==> src/design/jsu_pkg.sv <==
package jsu_pkg;

  localparam int BYTE_W  = 8;
  localparam int KIND_W  = 2;
  localparam int CODE_W  = 4;
  localparam int NRES    = 4;
  localparam int IDX_W   = $clog2(NRES);
  localparam int CP_W    = 21;
  localparam int QUAD_W  = 16;
  localparam int HS_W    = 10;

  // Characters of interest
  localparam logic [7:0] CH_QUOTE = 8'h22;
  localparam logic [7:0] CH_BSLASH = 8'h5C;
  localparam logic [7:0] CH_SLASH = 8'h2F;
  localparam logic [7:0] CH_B = 8'h62;
  localparam logic [7:0] CH_F = 8'h66;
  localparam logic [7:0] CH_N = 8'h6E;
  localparam logic [7:0] CH_R = 8'h72;
  localparam logic [7:0] CH_T = 8'h74;
  localparam logic [7:0] CH_U = 8'h75;
  localparam logic [7:0] CTRL_LIMIT = 8'h20;

  localparam logic [15:0] HI_SURR_MIN = 16'hD800;
  localparam logic [15:0] HI_SURR_MAX = 16'hDBFF;
  localparam logic [15:0] LO_SURR_MIN = 16'hDC00;
  localparam logic [15:0] LO_SURR_MAX = 16'hDFFF;
  localparam logic [10:0] SUPP_PLANE_HI = 11'h040; // 0x10000 >> 10

  localparam logic [CP_W-1:0] MAX_1BYTE = 21'h00007F;
  localparam logic [CP_W-1:0] MAX_2BYTE = 21'h0007FF;
  localparam logic [CP_W-1:0] MAX_3BYTE = 21'h00FFFF;

  localparam logic [7:0] LEAD_2 = 8'hC0;
  localparam logic [7:0] LEAD_3 = 8'hE0;
  localparam logic [7:0] LEAD_4 = 8'hF0;
  localparam logic [7:0] CONT   = 8'h80;

  typedef enum logic [2:0] {
    PH_IDLE    = 3'd0,
    PH_BODY    = 3'd1,
    PH_ESC     = 3'd2,
    PH_HEX     = 3'd3,
    PH_WANT_BS = 3'd4,
    PH_WANT_U  = 3'd5
  } phase_t;

  typedef enum logic [KIND_W-1:0] {
    KIND_BYTE  = 2'd0,
    KIND_DONE  = 2'd1,
    KIND_ERROR = 2'd2
  } kind_t;

  typedef enum logic [CODE_W-1:0] {
    ERR_NONE        = 4'd0,
    ERR_NO_QUOTE    = 4'd1,
    ERR_CTRL        = 4'd2,
    ERR_BAD_ESC     = 4'd3,
    ERR_BAD_HEX     = 4'd4,
    ERR_MISSING_LOW = 4'd5,
    ERR_BAD_LOW     = 4'd6,
    ERR_LONE_LOW    = 4'd7,
    ERR_EARLY_END   = 4'd8
  } err_t;

  typedef struct packed {
    logic [IDX_W-1:0]            last;
    logic [NRES-1:0][BYTE_W-1:0] bytes;
  } utf8_t;

  typedef struct packed {
    logic       ok;
    logic [3:0] val;
  } hex_t;

  function automatic hex_t hex_decode(input logic [7:0] c);
    hex_t h;
    h.ok  = 1'b1;
    h.val = c[3:0];
    if (c >= 8'h30 && c <= 8'h39) begin
      h.val = c[3:0];
    end else if ((c >= 8'h61 && c <= 8'h66) || (c >= 8'h41 && c <= 8'h46)) begin
      h.val = c[3:0] + 4'd9;
    end else begin
      h.ok  = 1'b0;
      h.val = 4'd0;
    end
    return h;
  endfunction

  function automatic utf8_t utf8_encode(input logic [CP_W-1:0] cp);
    utf8_t u;
    u.bytes = '0;
    if (cp <= MAX_1BYTE) begin
      u.last     = 2'd0;
      u.bytes[0] = cp[7:0];
    end else if (cp <= MAX_2BYTE) begin
      u.last     = 2'd1;
      u.bytes[0] = LEAD_2 | {3'b000, cp[10:6]};
      u.bytes[1] = CONT | {2'b00, cp[5:0]};
    end else if (cp <= MAX_3BYTE) begin
      u.last     = 2'd2;
      u.bytes[0] = LEAD_3 | {4'b0000, cp[15:12]};
      u.bytes[1] = CONT | {2'b00, cp[11:6]};
      u.bytes[2] = CONT | {2'b00, cp[5:0]};
    end else begin
      u.last     = 2'd3;
      u.bytes[0] = LEAD_4 | {5'b00000, cp[20:18]};
      u.bytes[1] = CONT | {2'b00, cp[17:12]};
      u.bytes[2] = CONT | {2'b00, cp[11:6]};
      u.bytes[3] = CONT | {2'b00, cp[5:0]};
    end
    return u;
  endfunction

endpackage

==> src/design/jsu_ifs.sv <==
interface jsu_in_if;
  logic                       valid;
  logic                       ready;
  logic [jsu_pkg::BYTE_W-1:0] in_byte;
  logic                       end_of_text;

  modport source (output valid, in_byte, end_of_text, input ready);
  modport sink   (input valid, in_byte, end_of_text, output ready);
endinterface

interface jsu_out_if;
  logic                       valid;
  logic                       ready;
  logic [jsu_pkg::BYTE_W-1:0] out_byte;
  logic [jsu_pkg::KIND_W-1:0] kind;
  logic [jsu_pkg::CODE_W-1:0] error_code;
  logic                       last_of_run;

  modport source (output valid, out_byte, kind, error_code, last_of_run, input ready);
  modport sink   (input valid, out_byte, kind, error_code, last_of_run, output ready);
endinterface

==> src/design/json_string_unescape_utf8_unit.sv <==
// JSON string literal unescaper: raw text bytes in, UTF-8 bytes out.
// in_ch  : one transaction per text byte (in_byte), or an end-of-text marker.
// out_ch : one transaction per result: a decoded byte (kind 0), string closed
//          (kind 1) or a syntax error (kind 2, error_code set). last_of_run
//          marks the final result caused by one input transaction.
// Decode is done in the cycle an input is accepted; its results are loaded
// into a result register and appear on out_ch the next cycle.
// Throughput: one input per cycle while out_ch is ready and no input gives
// more than one result. A \u escape giving several UTF-8 bytes stalls in_ch
// until all but the last have left; the result register sends one result per
// ready cycle. Opening quotes, backslashes and leading hex digits: no result.
// in_ch.ready stays high while the result register is empty or its last
// result is being taken, so input overlaps with output.
// A stalled out_ch holds its result and, once the register is full, stops
// in_ch; nothing is dropped.
// Reset (synchronous) empties the result register and returns the decoder
// to waiting for an opening quote. After a closing quote or any error the
// decoder also returns there.
module json_string_unescape_utf8_unit (
  input  logic      clk,
  input  logic      rst,
  jsu_in_if.sink    in_ch,
  jsu_out_if.source out_ch
);
  import jsu_pkg::*;

  // decoder state
  phase_t            phase, phase_next;
  logic [1:0]        digit_count, digit_count_next;
  logic [QUAD_W-1:0] code_value, code_value_next;
  logic [HS_W-1:0]   high_surrogate, high_surrogate_next;
  logic              second_quad, second_quad_next;

  // result register
  logic                        pend_valid;
  logic [IDX_W-1:0]            pend_idx;
  logic [IDX_W-1:0]            pend_last;
  kind_t                       pend_kind;
  err_t                        pend_code;
  logic [NRES-1:0][BYTE_W-1:0] pend_bytes;

  // results of the current input
  logic                        res_valid;
  kind_t                       res_kind;
  err_t                        res_code;
  logic [IDX_W-1:0]            res_last;
  logic [NRES-1:0][BYTE_W-1:0] res_bytes;

  logic              in_fire, out_fire;
  logic [7:0]        c;
  logic              eot;
  hex_t              hx;
  logic [QUAD_W-1:0] quad;
  logic              quad_done, is_hi, is_lo;
  logic [CP_W-1:0]   pair_cp, cp_sel;
  utf8_t             enc;

  assign c   = in_ch.in_byte;
  assign eot = in_ch.end_of_text;
  assign hx  = hex_decode(c);
  assign quad = {code_value[QUAD_W-5:0], hx.val};
  assign quad_done = (digit_count == 2'd3);
  assign is_hi = (quad >= HI_SURR_MIN) && (quad <= HI_SURR_MAX);
  assign is_lo = (quad >= LO_SURR_MIN) && (quad <= LO_SURR_MAX);
  // 0x10000 + (hs << 10) + (lo - 0xDC00)
  assign pair_cp = {({1'b0, high_surrogate} + SUPP_PLANE_HI), quad[9:0]};
  assign cp_sel  = second_quad ? pair_cp : {{(CP_W-QUAD_W){1'b0}}, quad};
  assign enc     = utf8_encode(cp_sel);

  assign in_ch.ready = !pend_valid || (out_ch.ready && (pend_idx == pend_last));
  assign in_fire  = in_ch.valid && in_ch.ready;
  assign out_fire = out_ch.valid && out_ch.ready;

  // results for the byte on in_ch
  always_comb begin
    res_valid = 1'b0;
    res_kind  = KIND_BYTE;
    res_code  = ERR_NONE;
    res_last  = '0;
    res_bytes = '0;
    if (eot) begin
      res_valid = 1'b1;
      res_kind  = KIND_ERROR;
      res_code  = ERR_EARLY_END;
    end else begin
      case (phase)
        PH_BODY: begin
          if (c == CH_QUOTE) begin
            res_valid = 1'b1;
            res_kind  = KIND_DONE;
          end else if (c < CTRL_LIMIT) begin
            res_valid = 1'b1;
            res_kind  = KIND_ERROR;
            res_code  = ERR_CTRL;
          end else if (c != CH_BSLASH) begin
            res_valid    = 1'b1;
            res_bytes[0] = c;
          end
        end
        PH_ESC: begin
          res_valid = 1'b1;
          case (c)
            CH_QUOTE:  res_bytes[0] = CH_QUOTE;
            CH_BSLASH: res_bytes[0] = CH_BSLASH;
            CH_SLASH:  res_bytes[0] = CH_SLASH;
            CH_B:      res_bytes[0] = 8'h08;
            CH_F:      res_bytes[0] = 8'h0C;
            CH_N:      res_bytes[0] = 8'h0A;
            CH_R:      res_bytes[0] = 8'h0D;
            CH_T:      res_bytes[0] = 8'h09;
            CH_U:      res_valid = 1'b0;
            default: begin
              res_kind = KIND_ERROR;
              res_code = ERR_BAD_ESC;
            end
          endcase
        end
        PH_HEX: begin
          if (!hx.ok) begin
            res_valid = 1'b1;
            res_kind  = KIND_ERROR;
            res_code  = ERR_BAD_HEX;
          end else if (quad_done) begin
            if (second_quad && !is_lo) begin
              res_valid = 1'b1;
              res_kind  = KIND_ERROR;
              res_code  = ERR_BAD_LOW;
            end else if (!second_quad && is_lo) begin
              res_valid = 1'b1;
              res_kind  = KIND_ERROR;
              res_code  = ERR_LONE_LOW;
            end else if (second_quad || !is_hi) begin
              res_valid = 1'b1;
              res_last  = enc.last;
              res_bytes = enc.bytes;
            end
          end
        end
        PH_WANT_BS: begin
          if (c != CH_BSLASH) begin
            res_valid = 1'b1;
            res_kind  = KIND_ERROR;
            res_code  = ERR_MISSING_LOW;
          end
        end
        PH_WANT_U: begin
          if (c != CH_U) begin
            res_valid = 1'b1;
            res_kind  = KIND_ERROR;
            res_code  = ERR_MISSING_LOW;
          end
        end
        default: begin
          // idle, and unused codes behave as idle
          if (c != CH_QUOTE) begin
            res_valid = 1'b1;
            res_kind  = KIND_ERROR;
            res_code  = ERR_NO_QUOTE;
          end
        end
      endcase
    end
  end

  // next decoder state
  always_comb begin
    phase_next          = phase;
    digit_count_next    = digit_count;
    code_value_next     = code_value;
    high_surrogate_next = high_surrogate;
    second_quad_next    = second_quad;
    if (res_valid && (res_kind != KIND_BYTE)) begin
      // closing quote or error: back to waiting for a quote, all cleared
      phase_next          = PH_IDLE;
      digit_count_next    = '0;
      code_value_next     = '0;
      high_surrogate_next = '0;
      second_quad_next    = 1'b0;
    end else begin
      case (phase)
        PH_BODY: begin
          if (c == CH_BSLASH) phase_next = PH_ESC;
        end
        PH_ESC: begin
          if (c == CH_U) begin
            phase_next       = PH_HEX;
            digit_count_next = '0;
            code_value_next  = '0;
            second_quad_next = 1'b0;
          end else begin
            phase_next = PH_BODY;
          end
        end
        PH_HEX: begin
          if (!quad_done) begin
            digit_count_next = digit_count + 2'd1;
            code_value_next  = quad;
          end else begin
            digit_count_next = '0;
            code_value_next  = '0;
            if (second_quad) begin
              high_surrogate_next = '0;
              second_quad_next    = 1'b0;
              phase_next          = PH_BODY;
            end else if (is_hi) begin
              high_surrogate_next = quad[HS_W-1:0];
              phase_next          = PH_WANT_BS;
            end else begin
              phase_next = PH_BODY;
            end
          end
        end
        PH_WANT_BS: phase_next = PH_WANT_U;
        PH_WANT_U: begin
          phase_next       = PH_HEX;
          digit_count_next = '0;
          code_value_next  = '0;
          second_quad_next = 1'b1;
        end
        default: phase_next = PH_BODY;
      endcase
    end
  end

  always_ff @(posedge clk) begin
    if (rst) begin
      phase          <= PH_IDLE;
      digit_count    <= '0;
      code_value     <= '0;
      high_surrogate <= '0;
      second_quad    <= 1'b0;
    end else if (in_fire) begin
      phase          <= phase_next;
      digit_count    <= digit_count_next;
      code_value     <= code_value_next;
      high_surrogate <= high_surrogate_next;
      second_quad    <= second_quad_next;
    end
  end

  always_ff @(posedge clk) begin
    if (rst) begin
      pend_valid <= 1'b0;
      pend_idx   <= '0;
    end else if (in_fire) begin
      pend_valid <= res_valid;
      pend_idx   <= '0;
    end else if (out_fire) begin
      if (pend_idx == pend_last) begin
        pend_valid <= 1'b0;
      end else begin
        pend_idx <= pend_idx + 1'b1;
      end
    end
  end

  always_ff @(posedge clk) begin
    if (in_fire) begin
      pend_last  <= res_last;
      pend_kind  <= res_kind;
      pend_code  <= res_code;
      pend_bytes <= res_bytes;
    end
  end

  assign out_ch.valid       = pend_valid;
  assign out_ch.out_byte    = pend_bytes[pend_idx];
  assign out_ch.kind        = pend_kind;
  assign out_ch.error_code  = pend_code;
  assign out_ch.last_of_run = (pend_idx == pend_last);

`ifndef SYNTHESIS
  // a new input over a full result register only when its last result leaves
  a_no_overwrite: assert property (@(posedge clk) disable iff (rst)
    (in_fire && pend_valid) |-> (out_fire && out_ch.last_of_run))
    else $error("result register overwritten");

  // close and error results stand alone
  a_single_status: assert property (@(posedge clk) disable iff (rst)
    (out_ch.valid && (pend_kind != KIND_BYTE)) |-> (out_ch.last_of_run && pend_idx == '0))
    else $error("status result not alone");

  // after a close or an error the decoder waits for a quote again
  a_back_to_idle: assert property (@(posedge clk) disable iff (rst)
    (in_fire && res_valid && (res_kind != KIND_BYTE)) |=>
      (phase == PH_IDLE && second_quad == 1'b0 && digit_count == '0))
    else $error("decoder not cleared after close or error");

  // error results, and only they, carry an error code
  a_code_match: assert property (@(posedge clk) disable iff (rst)
    out_ch.valid |-> ((pend_kind == KIND_ERROR) == (pend_code != ERR_NONE)))
    else $error("error code does not match kind");
`endif

endmodule

==> src/flat_wrapper.sv <==
// flat-port wrapper written by rule: the top's interface ports become plain ports
module json_string_unescape_utf8_unit_flat import jsu_pkg::*;
  (clk, rst, in_ch_valid, in_ch_in_byte, in_ch_end_of_text, in_ch_ready, out_ch_valid, out_ch_out_byte, out_ch_kind, out_ch_error_code, out_ch_last_of_run, out_ch_ready);
  jsu_in_if in_ch_i ();
  jsu_out_if out_ch_i ();
  input  logic clk;
  input  logic rst;
  input wire logic [$bits(in_ch_i.valid)-1:0] in_ch_valid;
  input wire logic [$bits(in_ch_i.in_byte)-1:0] in_ch_in_byte;
  input wire logic [$bits(in_ch_i.end_of_text)-1:0] in_ch_end_of_text;
  output wire logic [$bits(in_ch_i.ready)-1:0] in_ch_ready;
  output wire logic [$bits(out_ch_i.valid)-1:0] out_ch_valid;
  output wire logic [$bits(out_ch_i.out_byte)-1:0] out_ch_out_byte;
  output wire logic [$bits(out_ch_i.kind)-1:0] out_ch_kind;
  output wire logic [$bits(out_ch_i.error_code)-1:0] out_ch_error_code;
  output wire logic [$bits(out_ch_i.last_of_run)-1:0] out_ch_last_of_run;
  input wire logic [$bits(out_ch_i.ready)-1:0] out_ch_ready;
  assign in_ch_i.valid = in_ch_valid;
  assign in_ch_i.in_byte = in_ch_in_byte;
  assign in_ch_i.end_of_text = in_ch_end_of_text;
  assign in_ch_ready = in_ch_i.ready;
  assign out_ch_valid = out_ch_i.valid;
  assign out_ch_out_byte = out_ch_i.out_byte;
  assign out_ch_kind = out_ch_i.kind;
  assign out_ch_error_code = out_ch_i.error_code;
  assign out_ch_last_of_run = out_ch_i.last_of_run;
  assign out_ch_i.ready = out_ch_ready;
  json_string_unescape_utf8_unit u_core (.clk(clk), .rst(rst), .in_ch(in_ch_i), .out_ch(out_ch_i));
endmodule
==> config.mk <==
export PLATFORM = sky130hd
export DESIGN_NAME = json_string_unescape_utf8_unit_flat
export DESIGN_NICKNAME = d
export VERILOG_FILES = /design/src/design/jsu_pkg.sv /design/src/design/jsu_ifs.sv /design/src/design/json_string_unescape_utf8_unit.sv /design/src/flat_wrapper.sv
export SDC_FILE = /design/constraint.sdc
export NUM_CORES = 1
export LEC_CHECK = 0
export ABC_AREA = 1
export BUFFER_PORTS_ARGS = -buffer_cell sky130_fd_sc_hd__buf_2
export CAP_MARGIN = 20
export CORE_MARGIN = 2
export CORE_UTILIZATION = 55
export DETAILED_ROUTE_END_ITERATION = 12
export PLACE_DENSITY = 0.71
export SYNTH_ARGS = -nofsm -noshare
export SYNTH_HDL_FRONTEND = slang
export SYNTH_SLANG_ARGS = --single-unit
==> constraint.sdc <==
create_clock -name clk -period 6.8 [get_ports clk]
set_input_delay 0.34 -clock clk [delete_from_list [all_inputs] [get_ports clk]]
set_output_delay 0.34 -clock clk [all_outputs]
set_load 0.02 [all_outputs]
==> impl_results.md <==
* Critical path required time at 6.86 ns
* # IOs at 30
* CP startpoint kind: flop
* Hold WC Path Type: in -> reg
* GRT Total Usage at 27.1%
* Die height at 90.7 µm
* Commonest cells post-synth: 119 x nor2_1, 112 x nand2_1, 61 x o21ai_0
* Yosys warning total at 0
* Synth top area cells: edfxtp_1 26%, dfxtp_1 15%, nor2_1 11%, nand2_1 10%, o21ai_0 7.4%
* Area leader, netlist: edfxtp_1
* Leakage at 0.00191 µW
* Most used cell, CP: nor2_2
* Site Rows at 31
* Flop and latch count out of synthesis at 67
* Ratio of final minimum period to clock period at 41.7%
* Post-synthesis instance area at 4130 µm²
* Initial antenna violation count at 0
* Most common cell in the synthesized netlist: nor2_1
* Starting DRC count in detailed routing at 296
* Final setup violating endpoints at 0
* Synth top area share at 26.2%
* First-pass GRT wire length at 17.7 mm
* Ys flop type: edfxtp_1
* CTS H-tree depth at 3
* Post-synth EDFFs at 36
* Initial Utilization at 57.0%
* # fillers at 680
* Vias at 3936
* Clk sinks at 67
* Placed Area at 4320 µm²
* Mapped Avg Cell Area at 7.23 µm²
* Fin Hold WS at 0.313 ns
* CTS Buf Count at 9
* Seq/Total Area, Yosys at 41.2%
* Routed len/inst at 15.4 µm
* Total die area at 8230 µm²
* TritonRoute pass-1 iters at 5
* Max Cap Violations at 0
* RSZ-0062 raised after global routing: false
* Ys async rst share at 0%
* Number of setup buffers added after CTS at 0
* Core Footprint at 7250 µm²
* Reg clk slew, reported paths at 0.08 ns
* I/O Buffers at 29
* Max Transition Viols Final at 0
* CP top delay family: simple AND/OR/NAND/NOR gates
* Setup Crit Path Kind: reg -> reg
* Worst Setup End Kind: flop
* CTS Hold Bufs at 0
* Final nets at 621
* Worst slew pin tran at 1.03 ns
* Vias per inst at 5.60
* Power per Cell Area at 246 nW/µm²
* Residual DRC at 0
* Outcome: complete, no violations
* Minimum clock period at 2.83 ns
* Largest net degree at the start of global routing at 39
* Multi-input logic area at 2090 µm²
* Final Skew at 0.0109 ns
* Sequential cell area at 1700 µm²
* Detail Placement HPWL at 8.21 mm
* Worst skew pair latency at 0.35 ns
* Final Cell Area at 4530 µm²
* Drt total wl at 10.8 mm
* Post-CTS Resized at 0
* Post-Syn Nets at 594
* Layout cells sized above 1 at 15.9%
* Syn Inst Count at 572
* Critical path fanouts, max at 18
* Clk root buf: clkbuf_8
* Max VDD drop at 0.159 mV
* Grt total ovfl at 0
* Setup tns final at 0 ns
* Clock Path Buffers at 2
* Final Hold Fails at 0
* F_max at 353 MHz
* DRT antenna net count at 0
* Final Wtd Congestion at 1.04
* Crit-path slowest cell: dfxtp_1
* CTS tree: done
* Vias in the first global route at 3591
* Worst EP arrival at 2.90 ns
* Distinct cell type count after synthesis at 43
* Critical Path Max Stage Delay at 0.51 ns
* Layout area overhead at 9.50%
* Slew headroom at 30.8%
* Die W at 90.7 µm
* Buf+Inv Stages, Crit Path at 3
* Antenna cells at 0
* Critical Path, Cell by Cell: inv_2 -> nor2_1 -> o21ai_1 -> nand4_1 -> nor2_4 -> nand2_2 -> nor2_2 -> nand2_2 -> nand2_1 -> nor2_2 -> inv_4 -> nor2_2 -> inv_2 -> nor2_1
-- worst register-to-register path, delay by kind of cell, from the launching register on --
family	cells	cell delay (ns)
buffers and inverters	3	0.48
AOI/OAI and AO/OA	1	0.15
DFF	1	0.51
and+or+nand+nor	10	1.42
-- through the flow --
| step | util (%) | cells | worst slack, ns | total power, µW |
|---|---|---|---|---|
| floorplan | - | 572 | 4.04 | 704 |
| global placement | 59.5 | 687 | 4.06 | 768 |
| detailed placement | 59.5 | 687 | 4.03 | 771 |
| CTS | 62.4 | 703 | 4.00 | 1110 |
| global route | 62.4 | 703 | 3.69 | 1170 |
| finish | 62.4 | 703 | 3.97 | 1110 |
-- worst paths after layout --
path	to	depth (start not counted)	start	slack, ns
worst max register to register	u_core.pend_bytes[27]	14	u_core.second_quad	3.97
worst min register to register	u_core.digit_count[0]	2	u_core.digit_count[0]	0.50
worst max-delay path	u_core.pend_bytes[27]	14	u_core.second_quad	3.97
worst min-delay path	u_core.code_value[1]	2	rst	0.31
-- layout make-up --
type                       count  area share, %
multi-input combinational    424           46.1
sequential                    67           37.6
inverter                      67           5.64
timing repair buffer          30           3.37
clock buffer                   9           2.74
tap                           99           2.74
clock inverter                 7           1.85
-- registers in the layout, summed over array words and instances (netlist names) --
register / count
u_core.out_ch.valid: 1
u_core.digit_count: 2
u_core.out_ch.kind: 2
u_core.pend_last: 2
u_core.high_surrogate: 10
u_core.second_quad: 1
u_core.out_ch.error_code: 4
u_core.pend_bytes: 28
u_core.pend_idx: 2
u_core.code_value: 12
u_core.phase: 3
-- cells by family after synthesis --
logic type / after synthesis / share of synthesized area (%)
AO/OA/AOI/OAI: 112 / 15.0
XOR/XNOR: 3 / 0.636
adder cells (fa/ha/maj): 9 / 2.72
buffers and inverters: 81 / 8.38
flip-flops: 67 / 41.2
AND/OR/NAND/NOR: 300 / 32.1
-- cells in the final DEF, fill, tap and decap left out, types with 2 or more instances in the layout --
cell / count
a21oi_1: 19
a21oi_2: 3
a31oi_1: 8
buf_2: 29
clkbuf_8: 9
clkinv_1: 2
dfxtp_1: 31
edfxtp_1: 36
ha_1: 9
inv_1: 53
inv_2: 10
inv_6: 3
nand2_1: 112
nand2_2: 10
nand2_4: 3
nand3_1: 24
nand3_2: 4
nand4_1: 3
nor2_1: 119
nor2_2: 11
nor2_4: 3
nor3_1: 4
o211ai_1: 2
o21ai_0: 61
o21ai_1: 3
o22ai_1: 11
xnor2_1: 2
-- power breakdown --
part / internal [µW] / switching, µW
registers: 461 / 25.6
clock network: 176 / 170
logic: 80.1 / 201
-- per-layer routing --
| metal | part of all wire [%] | up-vias | wire length [µm] | GRT usage, % |
|---|---|---|---|---|
| met5 | 0 | - | 0 | 0 |
| met4 | 3.4 | 0 | 363 | 11.7 |
| met3 | 5.5 | 29 | 598 | 3.59 |
| met2 | 46 | 158 | 4950 | 44.2 |
| met1 | 45 | 1812 | 4920 | 36.1 |
| li1 | - | 1937 | - | - |
Note: power is estimated with default switching activity, not from simulation.
